$ cat src/rtl/cgd_ram.sv
`timescale 1ns / 1ps
// ----------------------------------------------------------------------------
// cgd_ram
// generic simple dual port ram, one write port, one registered read port
// ----------------------------------------------------------------------------
module cgd_ram #(
    parameter int WIDTH = 16,
    parameter int DEPTH = 256
) (
    input  logic                                        i_clk,
    input  logic                                        i_we,
    input  logic [((DEPTH > 1) ? $clog2(DEPTH) : 1)-1:0] i_waddr,
    input  logic [WIDTH-1:0]                            i_wdata,
    input  logic [((DEPTH > 1) ? $clog2(DEPTH) : 1)-1:0] i_raddr,
    output logic [WIDTH-1:0]                            o_rdata
);

    logic [WIDTH-1:0] r_mem [DEPTH];
    logic [WIDTH-1:0] r_rdata;

    always_ff @(posedge i_clk) begin
        if (i_we) begin
            r_mem[i_waddr] <= i_wdata;
        end
        r_rdata <= r_mem[i_raddr];
    end

    assign o_rdata = r_rdata;

endmodule

$ cat config.mk
export PLATFORM = sky130hd
export DESIGN_NAME = cgd_ram
export DESIGN_NICKNAME = d
export VERILOG_FILES = /design/src/rtl/cgd_ram.sv
export SDC_FILE = /design/constraint.sdc
export NUM_CORES = 2
export LEC_CHECK = 0
export ABC_CLOCK_PERIOD_IN_PS = 2850
export BUFFER_PORTS_ARGS = -buffer_cell sky130_fd_sc_hd__buf_2
export CAP_MARGIN = 30
export CORE_ASPECT_RATIO = 0.6
export CORE_UTILIZATION = 40
export CTS_BUF_LIST = sky130_fd_sc_hd__clkbuf_16
export CTS_CLUSTER_DIAMETER = 80
export CTS_CLUSTER_SIZE = 8
export DETAILED_ROUTE_END_ITERATION = 16
export PLACE_DENSITY = 0.52
export SLEW_MARGIN = 20
export SYNTH_ARGS = -nofsm -noshare
export SYNTH_HDL_FRONTEND = slang
export SYNTH_SLANG_ARGS = --single-unit
$ cat constraint.sdc
create_clock -name i_clk -period 2.85 [get_ports i_clk]
set_clock_uncertainty 0.1 [all_clocks]
set_input_delay 0.285 -clock i_clk [delete_from_list [all_inputs] [get_ports i_clk]]
set_output_delay 0.285 -clock i_clk [all_outputs]
set_load 0.02 [all_outputs]
==> out/qor.yml <==
run_status:
  status: "finished, violations left"
  violations: "negative setup slack"
sta:
  maxSlewViolCount: 0
  hold_ws_ns: 0.0856
  fmax_mhz: 337
  finalHoldViolCount: 0
  tightest_slew_ns: 1.15
  finalCritPeriodShare: 1.04
  slew_headroom: 0.236
  rsz0062_at_grt: "false"
  setup_viol_count_final: 1
  fin_ws_ns: -0.114
  period_minus_slack_ns: 2.96
global_route:
  gr-usage-met2: 0.323
  grtUsageMet3: 0.0721
  antenna_found_initial: 45
  grt_max_degree: 92
  grt_pass1_wl_um: 668000
  grt-ovfl-total: 0
  grt_usage: 0.238
  use_met1: 0.376
  busiest_layer: "met1"
  first_global_vias: 82700
drt:
  remaining_drc_errors: 0
  wire_per_inst_um: 34.6
  vias_per_cell: 5.98
  dr.pass1.iters: 7
  vias: 83800
  drt-initial-drc-count: 11600
  drt-total-wl_um: 485000
  postRouteAntennaNets: 0
setup_path:
  crit_path_start_kind: "primary input"
  cp.arrival_ns: 3.70
  timing.rr.start: "r_mem[193][8]"
  r2r_cells: 7
  crit_fanout: 23
  r2r-end: "o_rdata[8]"
  regToRegSetupSlack_ns: -0.04
  cp.required_ns: 3.59
  path_class: "primary input to register"
  endpoint_kind: "register"
placement:
  portBuffers: 49
  gp_congestion: 0.912
  dpl.hpwl_um: 312000
  dp.cells: 13300
cts:
  clockBufferDepth: 4
  clk_pin_slew_ns: 0.05
  htree_levels: 6
  cts_root_buffer: "clkbuf_16"
  clock_sinks: 4112
  cts_tree: "built"
  clk_latency_ns: 0.97
  cts_setup_buffers: 0
  cts_made_buffers: 588
logic_synthesis:
  syn_nets: 7394
  syn_inst: 7360
  ys_seq_area_frac: 0.777
  syn_area_mm2: 0.159
  synth-edff-count: 4096
  ys_ff_latch: 4112
  syn_avg_cell_area_um2: 21.6
  async_reset_ff_frac: 0
  synth_flop_cell: "edfxtp_1"
  synth.distinct_cells: 52
  yosysWarnings: 0
floorplanning:
  ioPinCount: 50
  start_util: 0.403
  dieHeight_um: 490
  die_area_mm2: 0.399
  row_count: 178
  design.core.area_mm2: 0.394
  die_w_um: 815
finish:
  fillerInstances: 31800
  synthToLayoutAreaGrowth_pct: 19.8
  layout.cells.non_filler: 14000
  fin_nets: 8717
  drive_gt1_frac: 0.329
  regArea_mm2: 0.123
  multi_input_area_mm2: 0.0333
hold_path:
  hold_path_depth: 4
  hold_class: "primary input to register"
  hold_start: "i_waddr[2]"
  hold_end: "r_mem[204][4]"
power_and_ir_drop:
  power.density_mw_per_mm2: 719
  report.power.total_mw: 137
  ir_drop_mv: 0.499
  p_leak_nw: 62.1
flow_run:
  max_cap_violations: 0
## routing by layer
metal	share of wire	routed length, um	vias up
met5	0.000027	13	-
met4	0.020	9510	2
met3	0.12	55900	578
met2	0.41	199000	4372
met1	0.45	220000	45000
li1	-	-	33800
## timing repair
item                                   4_1_cts  5_1_grt
gates cloned                                 0        0
setup endpoints to repair                    4        7
hold buffers                                23        0
gates resized for setup                      5       11
endpoints found under the hold margin     1960        0
pin swaps                                    0        2
## synthesized netlist by cell type (all sizes together) (4+ instances only)
master / instances / share of area
a2111oi: 6 / 0.00033
a211oi: 18 / 0.00085
a21oi: 175 / 0.0055
a221oi: 28 / 0.0015
a22o: 32 / 0.0018
a22oi: 43 / 0.0020
a31oi: 6 / 0.00024
and3: 11 / 0.00043
buf: 222 / 0.011
clkbuf: 230 / 0.0054
dfxtp: 16 / 0.0020
edfxtp: 4096 / 0.77
inv: 4 / 0.000095
mux2: 88 / 0.0062
mux2i: 565 / 0.036
mux4: 797 / 0.11
nand2: 38 / 0.00090
nand3: 35 / 0.0011
nand4: 26 / 0.0010
nor2: 304 / 0.0072
nor2b: 9 / 0.00035
nor3: 92 / 0.0029
nor4: 18 / 0.00075
o21ai: 38 / 0.0012
o221ai: 253 / 0.014
o22ai: 148 / 0.0058
o31ai: 16 / 0.00076
o32ai: 21 / 0.0012
or2: 5 / 0.00020
## logic make-up (layout without fill, tap and decap cells)
family | after synthesis | in the layout | synth area share
buffers and inverters | 456 | 1881 | 0.0169
other | 0 | 14 | 0
AOI/OAI and AO/OA | 786 | 786 | 0.0354
and+or+nand+nor | 556 | 556 | 0.0157
DFF | 4112 | 4112 | 0.777
muxes | 1450 | 1450 | 0.155
## critical path, stage by stage
cell and delay [ns]:
buf_8 0.19, buf_4 0.29, buf_12 0.25, buf_4 0.40, mux4_2 0.26, o22ai_1 0.07, a21oi_1 0.89, nand4_1 0.55
nor4_1 0.40
## sequential cells by signal, indices dropped and copies added (netlist names)
name / cells
r_mem: 4096
o_rdata: 16
## through the flow
stage / util / cell area (um2) / setup WS, ns / TNS (ns)
after global placement: 0.442 / 174000 / -1.08 / -12.66
after global routing: 0.483 / 190000 / 0.00124 / 0
after detailed placement: 0.442 / 174000 / -0.927 / -11.51
after CTS: 0.483 / 190000 / 0.0676 / 0
after floorplan: - / 159000 / 0.300 / 0
final: 0.483 / 190000 / -0.114 / -0.114
## where the power goes
group	internal, mW	leakage, nW	total [mW]	switching [mW]
clock network	37.5	7.96	62.0	24.5
registers	66.8	36.9	66.9	0.114
logic	2.88	17.2	7.66	4.78
## how the worst max path moves through the flow
stage / startpoint / depth (start not counted) / endpoint
CTS: r_mem[59][0] / 6 / o_rdata[0]
detailed placement: i_raddr[0] / 9 / o_rdata[8]
finish: i_raddr[1] / 9 / o_rdata[8]
global route: r_mem[55][2] / 6 / o_rdata[2]
floorplan: i_waddr[3] / 6 / r_mem[235][0]
global placement: i_raddr[0] / 10 / o_rdata[15]
## final cells by class
type | instances | area share
antenna | 14 | 0.000184
clock buffer | 610 | 0.0803
clock inverter | 82 | 0.00290
inverter | 4 | 0.000145
multi-input combinational | 2792 | 0.175
sequential | 4112 | 0.649
tap | 5220 | 0.0343
timing repair buffer | 1185 | 0.0584
## placed cells by master, fill, tap and decap left out, drive strengths merged, types with 9 or more instances in the layout
master       Yosys  final
nand2           38     38
nand4           26     26
edfxtp        4096   4096
o221ai         253    253
o21ai           38     38
nor3            92     92
and3            11     11
a22o            32     32
o31ai           16     16
o32ai           21     21
nor2           304    304
dfxtp           16     16
mux2i          565    565
clkinv           0     10
nand3           35     35
dlygate4sd3      0     23
a21oi          175    175
clkbuf         230    611
a211oi          18     18
mux2            88     88
diode            0     14
a22oi           43     43
inv              4     75
o22ai          148    148
a221oi          28     28
nor4            18     18
buf            222   1161
nor2b            9      9
mux4           797    797
Note: power is estimated with default switching activity, not from simulation.
