===== src/rtl/cgd_pkg.sv =====
`timescale 1ns / 1ps
// ----------------------------------------------------------------------------
// cgd_pkg
// shared types, constants and helpers of the greedy ctc decoder with
// running edit distance
// ----------------------------------------------------------------------------
package cgd_pkg;

    localparam int MAX_REF_LEN = 256;
    localparam int CLASS_BITS  = 16;

    localparam int REF_AW  = (MAX_REF_LEN > 1) ? $clog2(MAX_REF_LEN) : 1;
    localparam int CNT_W   = $clog2(MAX_REF_LEN + 1);
    localparam int DP_DEPTH = MAX_REF_LEN + 1;

    localparam int TOK_W   = 16;
    localparam int SCORE_W = 16;
    localparam int DIST_W  = 16;
    localparam int LEN_W   = 9;
    localparam int TOT_W   = 32;
    localparam int CPF_W   = 16;

    localparam logic [1:0] MODE_REF   = 2'd0;
    localparam logic [1:0] MODE_SCORE = 2'd1;
    localparam logic [1:0] MODE_CLEAR = 2'd2;

    localparam logic KIND_TOKEN   = 1'b0;
    localparam logic KIND_SUMMARY = 1'b1;

    localparam logic [CPF_W-1:0] CPF_RESET = CPF_W'(32);

    typedef struct packed {
        logic [1:0]         mode;
        logic [TOK_W-1:0]   ref_token;
        logic [SCORE_W-1:0] score;
        logic               last_frame;
    } t_in_item;

    typedef struct packed {
        logic               kind;
        logic [TOK_W-1:0]   hyp_token;
        logic [DIST_W-1:0]  edit_errors;
        logic [LEN_W-1:0]   ref_length;
        logic [TOT_W-1:0]   total_errors;
        logic [TOT_W-1:0]   total_refs;
        logic               last;
    } t_out_item;

    typedef struct packed {
        logic              first_col;
        logic              mismatch;
        logic [DIST_W-1:0] up;
        logic [DIST_W-1:0] diag;
        logic [DIST_W-1:0] left;
    } t_col_in;

    function automatic logic [DIST_W-1:0] sat_inc16(input logic [DIST_W-1:0] v);
        logic [DIST_W-1:0] r;
        r = (v == '1) ? v : v + DIST_W'(1);
        return r;
    endfunction

    function automatic logic [TOT_W-1:0] sat_add32(input logic [TOT_W-1:0] a,
                                                   input logic [TOT_W-1:0] b);
        logic [TOT_W:0] s;
        s = {1'b0, a} + {1'b0, b};
        return s[TOT_W] ? '1 : s[TOT_W-1:0];
    endfunction

endpackage


===== src/rtl/cgd_col_unit.sv =====
`timescale 1ns / 1ps
// ----------------------------------------------------------------------------
// cgd_col_unit
// one edit distance column: saturating increments and three-way minimum
// ----------------------------------------------------------------------------
module cgd_col_unit (
    input  cgd_pkg::t_col_in                 i_col,
    output logic [cgd_pkg::DIST_W-1:0]       o_cost
);
    import cgd_pkg::*;

    logic [DIST_W-1:0] sub_c;
    logic [DIST_W-1:0] ins_c;
    logic [DIST_W-1:0] del_c;
    logic [DIST_W-1:0] m1;

    always_comb begin
        sub_c = i_col.mismatch ? sat_inc16(i_col.diag) : i_col.diag;
        ins_c = sat_inc16(i_col.up);
        del_c = sat_inc16(i_col.left);
        m1    = (ins_c < sub_c) ? ins_c : sub_c;
        if (i_col.first_col) begin
            o_cost = ins_c;
        end else begin
            o_cost = (del_c < m1) ? del_c : m1;
        end
    end

endmodule


===== config.mk =====
export PLATFORM = sky130hd
export DESIGN_NAME = cgd_col_unit
export DESIGN_NICKNAME = d
export VERILOG_FILES = /design/src/rtl/cgd_pkg.sv /design/src/rtl/cgd_col_unit.sv
export SDC_FILE = /design/constraint.sdc
export NUM_CORES = 1
export LEC_CHECK = 0
export BUFFER_PORTS_ARGS = -buffer_cell sky130_fd_sc_hd__clkbuf_2
export CAP_MARGIN = 20
export CELL_PAD_IN_SITES_DETAIL_PLACEMENT = 1
export CELL_PAD_IN_SITES_GLOBAL_PLACEMENT = 1
export CORE_MARGIN = 4
export CORE_UTILIZATION = 36
export DETAILED_ROUTE_END_ITERATION = 8
export GPL_TIMING_DRIVEN = 0
export PLACE_DENSITY_LB_ADDON = 0.1
export SLEW_MARGIN = 40
export SYNTH_ARGS = -nofsm -noshare
export SYNTH_HDL_FRONTEND = slang
export SYNTH_SLANG_ARGS = --single-unit
export TNS_END_PERCENT = 1

===== constraint.sdc =====
create_clock -name vclk -period 4.6
set_input_delay 0 -clock vclk [all_inputs]
set_output_delay 0 -clock vclk [all_outputs]
set_load 0.1 [all_outputs]

==> results.md <==
- Starting Density: 0.372
- Vias in the first global route: around 3,800
- Fin. max-slew vios: 0
- Pin count of the biggest net entering global routing: 11
- Final hold slack: roughly 0.69 ns
- Hold_buf cts: 0
- Port Buf Inserts: 66
- # DRC: 0
- Total routed wirelength: about 16,000 µm
- Vias per inst: roughly 6.5
- Die height: between 90 and 100 µm
- Most used routing layer: met2
- P per Cell Area: 216 nW/µm²
- # setup viols final: 16
- GRT Residual Overflow: 0
- Hpwl dp: 8040 µm
- Critical path's slowest cell: nor3_1
- YS warnings: 0
- MaxCap Viol Count: 0
- CP max FO: 5
- Status: finished, violations left
- 1st-iter DRT viols: 211
- Critical Path AT: 5.80 ns
- Cell Area, Synth: roughly 2500 µm²
- Chip width: approximately 90 µm
- Pleak: 1.91 nW
- RSZ-0062 raised after global routing: true
- GPL Wtd Cong: ~0.8
- Seq Cell Count: 0
- Final nets: just under 600
- Nature of the critical path endpoint: primary output
- Fin crit share: 1.26
- Synth cell types: 57
- Ant. Diodes: 0
- Most frequent cells in the layout: buf_4, clkbuf_2, nand2_1
- IO Count: 66
- GRT Overall Usage: 0.270
- Core ar.: 6830 µm²
- Met2 usage: 0.522
- Clk_buf instances: 0
- Worst setup path class: input pin to primary output
- Site row count: 30
- Setup ws final: -1.20 ns
- Final hold violations: 0
- Initial antenna violation count: 0
- Element type at the critical path start: input pin
- Worst Hold Path EP: o_cost[7]
- Actual slew at the worst max-slew pin: between 0.8 and 0.9 ns
- Share of cells above drive strength 1: 0.516
- Final ANT Viol Nets: 0
- Met1 GRT Util: 0.315
- Sum Neg Setup Slack: -18.03 ns
- Synth Net Count: about 460
- Via count: between 3,000 and 4,000
- Register area: 0 µm²
- CP required: between 4 and 5 ns
- Post-Syn Instances: ~370
- Hold_sp: i_col[39]
- Type of the worst min-delay path: input pin to primary output
- CP peak stage delay: ~0.40 ns
- Hold path cells: 5
- Seq/Total Area, Yosys: 0
- Die Area: around 8500 µm²
- Commonest non-fill, non-tap cell in the layout: buf_4
- DRT Pass-1 Iters: 5
- Crit-path most repeated cell: buf_6
- Peak VDD IR: between 0.1 and 0.15 mV
- Failing checks: setup timing
- Routed WL per cell: 27.0 µm
- Synth-to-Final Area Change: 81.9%
- GR Layer Usage met3: 0.0180
- Slew headroom: 0.410
- Fmax: about 0.17 GHz
- Post-layout minimum cycle time: 5.80 ns
- Mean post-synth cell area: just under 7 µm²
- First-pass GRT wire length: between 15,000 and 20,000 µm
==> power breakdown <==
part           total (mW)  internal, mW  switching, mW  leakage, nW
Combinational       0.998         0.399          0.600         1.91
Clock                   0             0              0            0
Sequential              0             0              0            0
==> per-layer routing <==
metal / part of all wire / wire [µm] / vias up
met5: 0 / 0 / -
met4: 0.057 / 920 / 0
met3: 0.069 / 1110 / 81
met2: 0.50 / 7950 / 259
met1: 0.38 / 6040 / 1881
li1: - / - / 1655
==> cell type report <==
cell class / instances / area [µm²]
Buffer: 12 / 138
Fill cell: 792 / 2210
Inverter: 13 / 48.8
Multi-Input combinational cell: 347 / 3190
Tap cell: 96 / 120
Timing Repair Buffer: 126 / 1130
==> worst max path at each step <==
stage          cells past startpoint       from         end  slack, ns
3_5_place_dp                      29  i_col[32]   o_cost[2]      -1.61
4_1_cts                           30  i_col[33]   o_cost[2]      -0.75
6_report                          31  i_col[35]  o_cost[11]      -1.20
3_3_place_gp                      29  i_col[32]   o_cost[2]      -1.49
5_1_grt                           28  i_col[32]   o_cost[3]      -1.39
2_1_floorplan                     26  i_col[32]   o_cost[2]      -0.77
==> cells by family (layout without fill, tap and decap cells) <==
| logic type | after synthesis | in the layout | synth area share |
|---|---|---|---|
| AO/OA/AOI/OAI | 72 | 72 | 0.190 |
| XOR/XNOR | 33 | 33 | 0.114 |
| adder cells (fa/ha/maj) | 33 | 33 | 0.162 |
| buffers and inverters | 25 | 151 | 0.0453 |
| multiplexers | 9 | 9 | 0.0379 |
| AND/OR/NAND/NOR | 200 | 200 | 0.450 |
==> synthesized netlist by cell type, types with 2 or more instances <==
master,n,area [µm²]
o31ai_1,2,15.0
nand4_1,14,87.6
or4_1,5,37.5
nor4_2,7,87.6
xnor2_1,21,184
or3_1,4,25.0
nor2b_1,3,18.8
and2_1,8,50.1
clkbuf_1,7,26.3
o211ai_1,5,37.5
a21o_1,4,30.0
nand3_1,20,100
nor3_2,5,50.1
o211a_1,2,20.0
buf_6,2,22.5
a41oi_1,2,17.5
nor2_1,29,109
buf_2,2,10.0
xor2_1,12,105
mux2i_1,4,40.0
o21ai_1,6,30.0
inv_1,12,45.0
o21ai_0,14,70.1
o21a_1,4,30.0
or2_1,2,12.5
nand2_1,40,150
nor4_1,3,18.8
and3_1,10,62.6
mux2_2,5,56.3
nor3_1,31,155
ha_1,33,413
and4_1,8,70.1
a21oi_1,17,85.1
o22ai_1,3,18.8
a221o_1,2,20.0
nand2b_1,3,18.8
==> timing repair <==
item,in CTS,in global routing
gates cloned,1,1
pin swaps,32,50
setup endpoints to repair,16,16
setup buffers,35,24
resized for setup,89,82
==> metrics by stage <==
stage                     area, µm²  total power [mW]  cells  setup WS, ns  utilization
final                          4630             0.998    594         -1.20        0.677
after detailed placement       3270             0.640    534         -1.61        0.479
after CTS                      4060             0.811    570        -0.749        0.595
after floorplan                2820             0.498    372        -0.767            -
after global routing           4630              1.03    594         -1.39        0.677
after global placement         3270             0.627    534         -1.49        0.479
==> worst max-delay path: cells and delay by family <==
kind / cells / cell delay (ns)
compound gates: 4 / 0.91
xor+xnor: 1 / 0.18
fa+ha+maj: 2 / 0.65
buf+inv: 9 / 1.42
simple gates: 15 / 2.62
Note: power is estimated with default switching activity, not from simulation.
